--- config.mk ---
export PLATFORM = sky130hd
export DESIGN_NAME = sensor_unwrap_velocity_filter_core
export DESIGN_NICKNAME = d
export VERILOG_FILES = /design/src/suvf_pkg.sv /design/src/sensor_unwrap_velocity_filter_core.sv
export SDC_FILE = /design/constraint.sdc
export NUM_CORES = 2
export LEC_CHECK = 0
export BUFFER_PORTS_ARGS = -buffer_cell sky130_fd_sc_hd__buf_2
export CAP_MARGIN = 25
export CORE_AREA = 2 2 463 350
export CTS_BUF_LIST = sky130_fd_sc_hd__clkbuf_8
export CTS_CLUSTER_DIAMETER = 150
export DETAILED_ROUTE_END_ITERATION = 10
export DIE_AREA = 0 0 465 352
export GPL_ROUTABILITY_DRIVEN = 1
export PLACE_DENSITY = 0.43
export SLEW_MARGIN = 10
export SYNTH_ARGS = -nofsm -noshare
export SYNTH_HDL_FRONTEND = slang
export SYNTH_SLANG_ARGS = --single-unit
--- constraint.sdc ---
create_clock -name clk -period 26.8 [get_ports clk]
set_input_delay 5.36 -clock clk [delete_from_list [all_inputs] [get_ports clk]]
set_output_delay 5.36 -clock clk [all_outputs]
set_load 0.01 [all_outputs]
--- src/suvf_pkg.sv ---
// ----------------------------------------------------------------------------
// suvf_pkg: shared types and constants for the sensor unwrap velocity filter
// Register indexes, reset values, fixed-point scale factors and the widths of
// the shared multiplier used by the core.
// ----------------------------------------------------------------------------
package suvf_pkg;

	// Default sizes for the core's parameters.
	localparam int DEF_SAMPLE_BITS     = 10;
	localparam int DEF_FLIP_COUNT_BITS = 7;

	// Configuration port.
	localparam int CFG_DATA_W = 15;

	typedef enum logic [1:0] {
		REG_FLIP_THRESHOLD  = 2'd0,
		REG_STEP_LIMIT_MRAD = 2'd1,
		REG_COEF_CURRENT    = 2'd2,
		REG_COEF_FEEDBACK   = 2'd3
	} cfg_reg_t;

	localparam logic [9:0]  RST_FLIP_THRESHOLD  = 10'd900;
	localparam logic [9:0]  RST_STEP_LIMIT_MRAD = 10'd10;
	localparam logic [14:0] RST_COEF_CURRENT    = 15'd14415;
	localparam logic [14:0] RST_COEF_FEEDBACK   = 15'd3939;

	// Output field widths.
	localparam int COUNT_W = 17;
	localparam int ANGLE_W = 22;
	localparam int VEL_W   = 14;

	// Internal widths.
	localparam int TH_W    = 24;   // absolute angle, Q16 rad
	localparam int ABS_W   = 23;   // magnitude of one angle step, Q16 rad
	localparam int STEP_W  = 11;   // accepted step, mrad
	localparam int VRAW_W  = 20;   // unfiltered velocity, Q8 rad/s
	localparam int VSUM_W  = 21;

	// Shared multiplier: signed MUL_A_W x signed MUL_B_W.
	localparam int MUL_A_W = 24;
	localparam int MUL_B_W = 22;
	localparam int PROD_W  = MUL_A_W + MUL_B_W;

	// Fixed-point scale factors.
	localparam int RAD_PER_COUNT_Q32 = 1091654;
	localparam int ANGLE_OFFSET_Q16  = 8391;
	localparam int MRAD_PER_RAD      = 1000;
	localparam int VEL_Q8_PER_MRAD   = 640;

endpackage

--- src/sensor_unwrap_velocity_filter_core.sv ---
// ----------------------------------------------------------------------------
// sensor_unwrap_velocity_filter_core: angle unwrap with smoothed velocity
// Unwraps a wrapping position sensor, converts the count to a relative angle
// and derives a rate-limited, first-order filtered angular velocity.
// ----------------------------------------------------------------------------
// A sample's result is loaded into the output register when the sequencer leaves
// its last step, and the next sample is only accepted back in idle, so the block
// takes no new sample before the last one is through. The twelve sequencer
// steps work around a single 24 x 22 bit signed multiplier with a registered
// product. The multiplier is used six times per sample: flip correction, count
// to angle, step to milliradians, step to velocity and the two filter terms.
// The input is ready again once the result is loaded. A result may wait in the
// output register while the next sample is taken. The sequencer stalls only if
// a second result is finished before the first has been taken. The first
// sample after reset defines angle zero. Configuration writes are taken in
// every cycle and must only be issued while no sample is in flight.
module sensor_unwrap_velocity_filter_core
	import suvf_pkg::*;
#(
	parameter int SAMPLE_BITS     = DEF_SAMPLE_BITS,
	parameter int FLIP_COUNT_BITS = DEF_FLIP_COUNT_BITS
) (
	input  logic                        clk,
	input  logic                        arst_n,
	input  logic                        in_valid,
	output logic                        in_ready,
	input  logic [SAMPLE_BITS-1:0]      raw_pos,
	output logic                        out_valid,
	input  logic                        out_ready,
	output logic signed [COUNT_W-1:0]   position_count,
	output logic signed [ANGLE_W-1:0]   angle,
	output logic signed [VEL_W-1:0]     velocity,
	input  logic                        cfg_valid,
	output logic                        cfg_ready,
	input  cfg_reg_t                    cfg_index,
	input  logic [CFG_DATA_W-1:0]       cfg_data
);

	typedef enum logic [3:0] {
		S_IDLE, S_CNT, S_SUM, S_TH, S_DQ, S_MAG, S_MRAD,
		S_STEP, S_VR, S_SUMV, S_ACC1, S_ACC2, S_FILT
	} state_t;

	localparam logic signed [FLIP_COUNT_BITS-1:0] FLIP_MAX =
		{1'b0, {(FLIP_COUNT_BITS-1){1'b1}}};
	localparam logic signed [FLIP_COUNT_BITS-1:0] FLIP_MIN =
		{1'b1, {(FLIP_COUNT_BITS-1){1'b0}}};

	function automatic logic signed [COUNT_W-1:0] sat_count(
		input logic signed [PROD_W-1:0] v);
		logic signed [PROD_W-1:0] hi;
		logic signed [PROD_W-1:0] lo;
		hi = PROD_W'((1 << (COUNT_W - 1)) - 1);
		lo = -hi - PROD_W'(1);
		if (v > hi) return hi[COUNT_W-1:0];
		else if (v < lo) return lo[COUNT_W-1:0];
		else return v[COUNT_W-1:0];
	endfunction

	function automatic logic signed [ANGLE_W-1:0] sat_angle(
		input logic signed [TH_W-1:0] v);
		logic signed [TH_W-1:0] hi;
		logic signed [TH_W-1:0] lo;
		hi = TH_W'((1 << (ANGLE_W - 1)) - 1);
		lo = -hi - TH_W'(1);
		if (v > hi) return hi[ANGLE_W-1:0];
		else if (v < lo) return lo[ANGLE_W-1:0];
		else return v[ANGLE_W-1:0];
	endfunction

	function automatic logic signed [VRAW_W-1:0] sat_vraw(
		input logic signed [PROD_W-1:0] v);
		logic signed [PROD_W-1:0] hi;
		logic signed [PROD_W-1:0] lo;
		hi = PROD_W'((1 << (VRAW_W - 1)) - 1);
		lo = -hi - PROD_W'(1);
		if (v > hi) return hi[VRAW_W-1:0];
		else if (v < lo) return lo[VRAW_W-1:0];
		else return v[VRAW_W-1:0];
	endfunction

	function automatic logic signed [VEL_W-1:0] sat_vel(
		input logic signed [PROD_W-1:0] v);
		logic signed [PROD_W-1:0] hi;
		logic signed [PROD_W-1:0] lo;
		hi = PROD_W'((1 << (VEL_W - 1)) - 1);
		lo = -hi - PROD_W'(1);
		if (v > hi) return hi[VEL_W-1:0];
		else if (v < lo) return lo[VEL_W-1:0];
		else return v[VEL_W-1:0];
	endfunction

	state_t state_q;

	// Configuration registers.
	logic [9:0]  flip_threshold_q;
	logic [9:0]  step_limit_mrad_q;
	logic [14:0] coef_current_q;
	logic [14:0] coef_feedback_q;

	// Per-sample history.
	logic [SAMPLE_BITS-1:0]            last_sample_q;
	logic [SAMPLE_BITS-1:0]            older_sample_q;
	logic [SAMPLE_BITS-1:0]            held_offset_q;
	logic signed [FLIP_COUNT_BITS-1:0] flip_count_q;
	logic                              just_flipped_q;
	logic                              bias_pending_q;
	logic signed [ANGLE_W-1:0]         angle_bias_q;
	logic signed [TH_W-1:0]            th_prev_q;
	logic signed [STEP_W-1:0]          held_step_q;
	logic signed [VRAW_W-1:0]          prev_raw_vel_q;
	logic signed [VEL_W-1:0]           prev_filt_vel_q;

	// Working registers of the sequencer.
	logic [SAMPLE_BITS-1:0]    raw_q;
	logic signed [PROD_W-1:0]  prod_q;
	logic signed [PROD_W-1:0]  acc_q;
	logic signed [COUNT_W-1:0] count_q;
	logic signed [TH_W-1:0]    th_now_q;
	logic [ABS_W-1:0]          abs_dq_q;
	logic                      dq_neg_q;
	logic signed [ANGLE_W-1:0] ang_q;
	logic signed [VRAW_W-1:0]  vraw_q;
	logic signed [VSUM_W-1:0]  vsum_q;

	// Output registers.
	logic                      out_valid_q;
	logic signed [COUNT_W-1:0] position_count_q;
	logic signed [ANGLE_W-1:0] angle_q;
	logic signed [VEL_W-1:0]   velocity_q;

	// Shared multiplier operands.
	logic signed [MUL_A_W-1:0] mul_a;
	logic signed [MUL_B_W-1:0] mul_b;

	// Combinational terms.
	logic                      in_take;
	logic [SAMPLE_BITS:0]      diff1;
	logic [SAMPLE_BITS:0]      diff2;
	logic [SAMPLE_BITS-1:0]    off1;
	logic [SAMPLE_BITS-1:0]    off2;
	logic                      wrap_hit;
	logic signed [PROD_W-1:0]  cnt_sum;
	logic signed [PROD_W-1:0]  th_round;
	logic signed [TH_W-1:0]    th_calc;
	logic signed [TH_W-1:0]    dq;
	logic signed [TH_W-1:0]    bias_sel;
	logic signed [TH_W-1:0]    ang_diff;
	logic [PROD_W-17:0]        dmag;
	logic                      step_over;
	logic signed [STEP_W-1:0]  mrad;
	logic signed [VRAW_W-1:0]  vraw_calc;
	logic signed [PROD_W-1:0]  filt_sum;
	logic signed [PROD_W-1:0]  filt_shift;
	logic signed [VEL_W-1:0]   vf_calc;
	logic                      out_free;

	assign in_ready       = (state_q == S_IDLE);
	assign in_take        = in_valid && in_ready;
	assign cfg_ready      = 1'b1;
	assign out_valid      = out_valid_q;
	assign position_count = position_count_q;
	assign angle          = angle_q;
	assign velocity       = velocity_q;
	assign out_free       = !out_valid_q || out_ready;

	// Wrap detection compares against the sample two ticks back; a wrap is
	// never declared on two consecutive ticks.
	always_comb begin
		diff1    = {1'b0, raw_pos} - {1'b0, last_sample_q};
		diff2    = {1'b0, raw_pos} - {1'b0, older_sample_q};
		off1     = diff1[SAMPLE_BITS] ? SAMPLE_BITS'(-diff1) : diff1[SAMPLE_BITS-1:0];
		off2     = diff2[SAMPLE_BITS] ? SAMPLE_BITS'(-diff2) : diff2[SAMPLE_BITS-1:0];
		wrap_hit = (32'(off2) > 32'(flip_threshold_q)) && !just_flipped_q;
	end

	always_comb begin
		cnt_sum    = prod_q + $signed(PROD_W'(raw_q));
		th_round   = (prod_q + PROD_W'(32768)) >>> 16;
		th_calc    = TH_W'(ANGLE_OFFSET_Q16) - th_round[TH_W-1:0];
		dq         = th_now_q - th_prev_q;
		bias_sel   = bias_pending_q ? th_now_q : TH_W'(angle_bias_q);
		ang_diff   = th_now_q - bias_sel;
		dmag       = prod_q[PROD_W-1:16];
		step_over  = dmag > (PROD_W-16)'(step_limit_mrad_q);
		mrad       = dq_neg_q ? -$signed(dmag[STEP_W-1:0]) : $signed(dmag[STEP_W-1:0]);
		vraw_calc  = sat_vraw(prod_q);
		filt_sum   = acc_q + prod_q + PROD_W'(16384);
		filt_shift = filt_sum >>> 15;
		vf_calc    = sat_vel(filt_shift);
	end

	// Operand selection for the shared multiplier. The feedback operands stay
	// selected while the finished result waits, so the product is kept.
	always_comb begin
		mul_a = '0;
		mul_b = '0;
		unique case (state_q) inside
			S_CNT: begin
				mul_a = MUL_A_W'(flip_count_q);
				mul_b = MUL_B_W'(held_offset_q);
			end
			S_TH: begin
				mul_a = MUL_A_W'(count_q);
				mul_b = MUL_B_W'(RAD_PER_COUNT_Q32);
			end
			S_MRAD: begin
				mul_a = MUL_A_W'(abs_dq_q);
				mul_b = MUL_B_W'(MRAD_PER_RAD);
			end
			S_VR: begin
				mul_a = MUL_A_W'(held_step_q);
				mul_b = MUL_B_W'(VEL_Q8_PER_MRAD);
			end
			S_ACC1: begin
				mul_a = MUL_A_W'(coef_current_q);
				mul_b = MUL_B_W'(vsum_q);
			end
			S_ACC2, S_FILT: begin
				mul_a = MUL_A_W'(coef_feedback_q);
				mul_b = MUL_B_W'(prev_filt_vel_q);
			end
			default: begin
				mul_a = '0;
				mul_b = '0;
			end
		endcase
	end

	always_ff @(posedge clk or negedge arst_n) begin
		if (!arst_n) begin
			state_q           <= S_IDLE;
			flip_threshold_q  <= RST_FLIP_THRESHOLD;
			step_limit_mrad_q <= RST_STEP_LIMIT_MRAD;
			coef_current_q    <= RST_COEF_CURRENT;
			coef_feedback_q   <= RST_COEF_FEEDBACK;
			last_sample_q     <= '0;
			older_sample_q    <= '0;
			held_offset_q     <= '0;
			flip_count_q      <= '0;
			just_flipped_q    <= 1'b0;
			bias_pending_q    <= 1'b1;
			angle_bias_q      <= '0;
			th_prev_q         <= TH_W'(ANGLE_OFFSET_Q16);
			held_step_q       <= '0;
			prev_raw_vel_q    <= '0;
			prev_filt_vel_q   <= '0;
			raw_q             <= '0;
			prod_q            <= '0;
			acc_q             <= '0;
			count_q           <= '0;
			th_now_q          <= '0;
			abs_dq_q          <= '0;
			dq_neg_q          <= 1'b0;
			ang_q             <= '0;
			vraw_q            <= '0;
			vsum_q            <= '0;
			out_valid_q       <= 1'b0;
			position_count_q  <= '0;
			angle_q           <= '0;
			velocity_q        <= '0;
		end else begin
			prod_q <= mul_a * mul_b;

			if (cfg_valid) begin
				unique case (cfg_index)
					REG_FLIP_THRESHOLD:  flip_threshold_q  <= cfg_data[9:0];
					REG_STEP_LIMIT_MRAD: step_limit_mrad_q <= cfg_data[9:0];
					REG_COEF_CURRENT:    coef_current_q    <= cfg_data[14:0];
					REG_COEF_FEEDBACK:   coef_feedback_q   <= cfg_data[14:0];
				endcase
			end

			if (out_valid_q && out_ready && state_q != S_FILT) begin
				out_valid_q <= 1'b0;
			end

			unique case (state_q)
				S_IDLE: begin
					if (in_take) begin
						raw_q          <= raw_pos;
						older_sample_q <= last_sample_q;
						last_sample_q  <= raw_pos;
						just_flipped_q <= wrap_hit;
						if (wrap_hit) begin
							// A rising jump means the reading wrapped downward.
							if (!diff2[SAMPLE_BITS]) begin
								if (flip_count_q != FLIP_MIN) begin
									flip_count_q <= flip_count_q - FLIP_COUNT_BITS'(1);
								end
							end else begin
								if (flip_count_q != FLIP_MAX) begin
									flip_count_q <= flip_count_q + FLIP_COUNT_BITS'(1);
								end
							end
							held_offset_q <= (32'(off1) > 32'(flip_threshold_q)) ? off1 : off2;
						end
						state_q <= S_CNT;
					end
				end
				S_CNT: begin
					state_q <= S_SUM;
				end
				S_SUM: begin
					count_q <= sat_count(cnt_sum);
					state_q <= S_TH;
				end
				S_TH: begin
					state_q <= S_DQ;
				end
				S_DQ: begin
					th_now_q <= th_calc;
					state_q  <= S_MAG;
				end
				S_MAG: begin
					abs_dq_q <= dq[TH_W-1] ? ABS_W'(-dq) : ABS_W'(dq);
					dq_neg_q <= dq[TH_W-1];
					// The first sample fixes angle zero.
					if (bias_pending_q) begin
						angle_bias_q   <= sat_angle(th_now_q);
						bias_pending_q <= 1'b0;
					end
					ang_q   <= sat_angle(ang_diff);
					state_q <= S_MRAD;
				end
				S_MRAD: begin
					state_q <= S_STEP;
				end
				S_STEP: begin
					if (!step_over) begin
						held_step_q <= mrad;
					end
					state_q <= S_VR;
				end
				S_VR: begin
					state_q <= S_SUMV;
				end
				S_SUMV: begin
					vraw_q  <= vraw_calc;
					vsum_q  <= VSUM_W'(vraw_calc) + VSUM_W'(prev_raw_vel_q);
					state_q <= S_ACC1;
				end
				S_ACC1: begin
					state_q <= S_ACC2;
				end
				S_ACC2: begin
					acc_q   <= prod_q;
					state_q <= S_FILT;
				end
				S_FILT: begin
					if (out_free) begin
						prev_raw_vel_q   <= vraw_q;
						prev_filt_vel_q  <= vf_calc;
						th_prev_q        <= th_now_q;
						position_count_q <= count_q;
						angle_q          <= ang_q;
						velocity_q       <= vf_calc;
						out_valid_q      <= 1'b1;
						state_q          <= S_IDLE;
					end
				end
				default: begin
					state_q <= S_IDLE;
				end
			endcase
		end
	end

endmodule

Yosys cells after proc, flatten, opt, wreduce, memory -nomap -nowiden:

Cells that the tools add are included.

* register bits: 444
* bits of input ports: 32
* word-level logic and storage cells: 129

* add/subtract/negate cells: 16
* multipliers: 1
* magnitude comparators: 13
* equal/unequal tests: 21
* multiplexer cells: 27
* bitwise logic cells: 1
* reduce and logical (&&, ||, !) cells: 22

Operators by type and width (count)
* case mux 24 bit (6 select lines): 1
* case mux 22 bit (6 select lines): 1
* 2-to-1 mux 22 bit: 4
* case mux 4 bit (13 select lines): 1
* greater-than comparator 24 x 22 -> 1 bit, second input constant: 2
* < comparator 24 x 22 -> 1 bit, second input constant: 2
* subtractor 24 bit: 2
* adder 46 x 11 -> 46 bit: 1
* adder 46 x 16 -> 46 bit, second input constant: 1
* adder 46 bit: 1
* greater-than comparator 46 x 17 -> 1 bit, second input constant: 1
* greater-than comparator 46 x 20 -> 1 bit, second input constant: 1
* < comparator 46 x 17 -> 1 bit, second input constant: 1
* < comparator 46 x 20 -> 1 bit, second input constant: 1
* multiplier 24 x 22 -> 46 bit: 1
* adder 40 x 17 -> 40 bit, second input constant: 1
* 2-to-1 mux 20 bit: 2
* 2-to-1 mux 17 bit: 2
* greater-than comparator 31 x 14 -> 1 bit, second input constant: 1
* < comparator 31 x 14 -> 1 bit, second input constant: 1
* greater-than comparator 30 x 10 -> 1 bit: 1
* 2-to-1 mux 10 bit: 3
* 2-to-1 mux 14 bit: 2
* 2-to-1 mux 24 bit: 1
* other kinds (35): 66

Longest topological paths before layout:

* depth after elaboration: 6
* mapped depth: 39
* gate-level depth less buffers: 34

Worst setup path after synthesis:

No wires, ideal clock.

* kind: in2reg
* start point: input raw_pos[0]
* end point: register flip_count_q[1]
* data arrival time: 10330 ps
* setup slack: 16345 ps
* cell stages on the path: 27
* path buffers: 2
* cell sequence: inv_1 ha_1 inv_1 fa_1 a21o_1 a21oi_1 o21ai_0 a21oi_1 o21ai_0 a21oi_1 o21bai_1 a21o_1 clkbuf_1 nor2_1 xnor2_1 ha_1 o21a_1 o21a_1 o21a_1 o21a_1 o21a_1 o21a_1 o21ai_0 a2111oi_0 o311a_1 clkbuf_1 mux2_2

* longest elaborated chain between the ends: 6
* elaborated cells between the ends (all ways): 9
* classes of those cells: 2 x add/sub; 1 x order compare; 1 x eq/ne; 2 x mux; 3 x reduce/logical

RTL lines
* start, declared: RTL line sensor_unwrap_velocity_filter_core.sv:27 `input logic [SAMPLE_BITS-1:0] raw_pos,`
* subtractor 10 x 10 -> 11 bit *: RTL line sensor_unwrap_velocity_filter_core.sv:171 `diff2 = {1'b0, raw_pos} - {1'b0, older_sample_q};`
* negator 10 bit: RTL line sensor_unwrap_velocity_filter_core.sv:173 `off2 = diff2[SAMPLE_BITS] ? SAMPLE_BITS'(-diff2) : diff2[SAMPLE_BITS-1:0];`
* 2-to-1 mux 10 bit: RTL line sensor_unwrap_velocity_filter_core.sv:173
* greater-than comparator 10 bit: RTL line sensor_unwrap_velocity_filter_core.sv:174 `wrap_hit = (32'(off2) > 32'(flip_threshold_q)) && !just_flipped_q;`
* logical AND 1 bit: RTL line sensor_unwrap_velocity_filter_core.sv:174
* AND reduction 5 bit (no line)
* end signal, assigned: RTL line sensor_unwrap_velocity_filter_core.sv:289 `flip_count_q <= flip_count_q - FLIP_COUNT_BITS'(1);`
* end signal, assigned: RTL line sensor_unwrap_velocity_filter_core.sv:293 `flip_count_q <= flip_count_q + FLIP_COUNT_BITS'(1);`
* end, declared: RTL line sensor_unwrap_velocity_filter_core.sv:105 `logic signed [FLIP_COUNT_BITS-1:0] flip_count_q;`

Every way passes the cells marked *; elsewhere a longest branch is shown, timed or not.
A chain may end at the register's enable or synchronous reset.

Final worst setup path:

* start point: register state_q[2]
* end point: register prod_q[45]

* longest elaborated chain between the ends: 4
* elaborated cells between the ends (all ways): 11
* classes of those cells: 1 x mul; 7 x eq/ne; 2 x mux; 1 x reduce/logical

RTL lines
* start, declared: RTL line sensor_unwrap_velocity_filter_core.sv:93 `state_t state_q;`
* start signal, assigned: RTL line sensor_unwrap_velocity_filter_core.sv:232 `state_q <= S_IDLE;`
* start signal, assigned: RTL line sensor_unwrap_velocity_filter_core.sv:298 `state_q <= S_CNT;`
* start signal, assigned: RTL line sensor_unwrap_velocity_filter_core.sv:302 `state_q <= S_SUM;`
* == test 4 bit
* OR reduction 2 bit: RTL line sensor_unwrap_velocity_filter_core.sv:198 `unique case (state_q) inside`
* case mux 24 bit (6 select lines) or case mux 22 bit (6 select lines) (tied branches): RTL line sensor_unwrap_velocity_filter_core.sv:198
* multiplier 24 x 22 -> 46 bit *: RTL line sensor_unwrap_velocity_filter_core.sv:263 `prod_q <= mul_a * mul_b;`
* end signal, assigned: RTL line sensor_unwrap_velocity_filter_core.sv:263
* end, declared: RTL line sensor_unwrap_velocity_filter_core.sv:116 `logic signed [PROD_W-1:0] prod_q;`

Marked as above.

==> results.md <==
* Outcome: finished clean
* Starting Density at 29.88%
* Routed Antenna Nets at 0
* Initial antenna violation count at 9
* Layout net count at 6,427
* Clk slew on worst S/H paths at 0.07 ns
* GRT Total Usage at 20.22%
* Final Hold Vio Count at 0
* Max incr delay on CP at 0.95 ns
* FF-to-FF setup slack at 15.74 ns
* Clk root buf: clkbuf_8
* Final WL at 163,900 um
* Setup TNS at 0 ns
* Number of synthesized flops with an enable pin at 0
* CP Data Required Time at 27.48 ns
* Finished Core Util at 33.16%
* Synth cell types at 96
* Final Cycle Share at 41.28%
* Worst-Margin Slew at 1.124 ns
* Final instance area at 52,740 um2
* Async SR Flop Fraction at 100.0%
* Setup Fix Bufs, Post-CTS at 0
* Final setup viols at 0
* Cells taking the most area after synthesis: fa_1 (23%), dfrtp_1 (22%), ha_1 (9.6%), nand2_1 (7.1%), inv_1 (6.1%)
* I/O Buffers at 86
* # IOs at 88
* Syn avg cell area at 8.858 um2
* CP max stage cell: nor2_1
* DR vias at 37,630
* CTS Sinks at 444
* Hold Path Depth at 2
* Vias in the first global route at 37,370
* Synth top area share at 23.09%
* Clk_skew at 0.04610 ns
* Hold_sp: vraw_q[2]
* Worst Setup End Kind: flop
* Grt total ovfl at 0
* Synthesis Warnings at 0
* Avg WL per Cell at 21.34 um
* Die Wd at 465 um
* HP Class: flop to flop
* Largest net degree at the start of global routing at 83
* Die Footprint at 163,700 um2
* Htree depth at 3
* Most common cell in the netlist: nand2_1
* Final Wtd Congestion at 0.9180
* Yosys reg bits at 444
* Num CTS Buffers at 82
* Via density at 4.897
* Synth top cells by count: nand2_1 (897), inv_1 (777), fa_1 (548)
* Post-synth top area cell: fa_1
* Critical path arrival at 11.74 ns
* Drt initial violations at 3,287
* Reg2reg start: state_q[2]
* Worst-skew pair later-pin latency at 0.78 ns
* Cts repair resizes at 0
* Area grow syn2layout at 10.98%
* Sequential element share of the synthesized area at 23.46%
* Clock period minus worst slack at 11.06 ns
* First-pass GRT wire length at 250,400 um
* Cell Rows at 127
* Max Buffers Root-to-Sink at 3
* Post-DP HPWL at 131,800 um
* Mapped Area at 47,520 um2
* Simple-gate area share of the yosys netlist at 15.79%
* Largest family of logic cells by synthesized area: adder cells
* CTS tree: done
* Hold Path End: prev_raw_vel_q[2]
* Top_reg_cell synth: dfrtp_1
* Post-synthesis mux area share at 2.996%
* Drt drc at 0
* Most frequent CP cell: fa_1
* Xor/xnor share of the synthesized area at 4.515%
* Max Cap Viol at 0
* Adder-cell area share of the yosys netlist at 32.67%
* Slew margin rel. at 24.83%
* Core ar. at 159,100 um2
* Reg2Reg Depth at 29
* Crit-path max FO at 37
* Unrepaired setup endpoints after global routing: false
* Hold WS at 0.4289 ns
* Pins Over Slew Limit at 0
* First-pass iteration count of the detailed router at 6
* Hold_buf cts at 0
* Post-Synthesis Cells at 5,365
* Compound-gate portion of the synthesized area at 12.62%
* DIE HEIGHT at 352 um
* Critical path class: flop to flop
* FF-to-FF End: prod_q[45]
* Share of cells above drive strength 1 at 9.202%
* Fmax at 0.09038 GHz
* Critical Path Source Type: flop
* Placed inst area at 50,750 um2
worst max-delay path by stage:
stage / startpoint / cells past startpoint / end / slack (ns)
after floorplan: raw_pos[0] / 27 / flip_count_q[1] / 16.35
after global placement: state_q[2] / 29 / prod_q[45] / 15.90
after detailed placement: state_q[2] / 29 / prod_q[45] / 15.84
after CTS: state_q[2] / 29 / prod_q[45] / 15.75
after global routing: state_q[2] / 29 / prod_q[45] / 15.08
final: state_q[2] / 29 / prod_q[45] / 15.74
cell families after synthesis:
family	after synthesis
simple gates	1716
mux	129
fa+ha+maj	912
xor+xnor	245
flops	444
buf+inv	989
other cells	2
compound gates	928
area by class of cell:
| type | count | area, um2 |
|---|---|---|
| timing repair buffer | 176 | 1184 |
| antenna | 2 | 5.005 |
| clock inverter | 57 | 521.8 |
| inverter | 777 | 2917 |
| clock buffer | 97 | 1335 |
| multi-input combinational | 4002 | 32970 |
| fill | 16700 | 106300 |
| sequential | 444 | 11150 |
| tap | 2128 | 2663 |
placed cells by master, fill, tap and decap left out, drive strengths merged, types with 99 or more instances in the layout:
master,instances
nor2,385
inv,812
clkbuf,99
o21ai,309
dfrtp,415
mux2,106
a21o,101
a21oi,199
fa,548
xnor2,152
buf,174
ha,364
nand2,898
critical path: cells and delay by family (launching register included):
family	cells	cell delay, ns
DFF	1	0.85
and+or+nand+nor	6	2.63
adders and majority gates	8	4.07
buffers and inverters	3	0.41
AOI/OAI and AO/OA	12	2.96
registers in the layout, indices dropped and copies added (netlist names), 11 cells and up:
| register | flops |
|---|---|
| prev_raw_vel_q | 20 |
| count_q | 17 |
| prod_q | 46 |
| angle_bias_q | 22 |
| angle | 22 |
| prev_filt_vel_q | 14 |
| vraw_q | 20 |
| coef_feedback_q | 15 |
| th_prev_q | 24 |
| th_now_q | 24 |
| ang_q | 22 |
| abs_dq_q | 23 |
| position_count | 17 |
| coef_current_q | 15 |
| vsum_q | 21 |
| acc_q | 46 |
| held_step_q | 11 |
through the flow:
stage / cells / setup slack [ns]
detailed placement: 7519 / 15.84
global placement: 7518 / 15.90
global route: 7682 / 15.08
CTS: 7673 / 15.75
floorplan: 5435 / 16.35
finish: 7683 / 15.74
per-layer routing:
| layer | up-vias | GRT usage [%] | part of all wire [%] |
|---|---|---|---|
| met2 | 1096 | 26.63 | 38 |
| met3 | 140 | 4.228 | 8.2 |
| met1 | 18780 | 33.35 | 52 |
| met4 | 4 | 2.870 | 1.2 |
| li1 | 17610 | - | - |
| met5 | - | 0 | 0.016 |
Power is left out: the tool's default activity adds up to more than one toggle a clock period on the data nets, which glitch-free logic cannot reach.
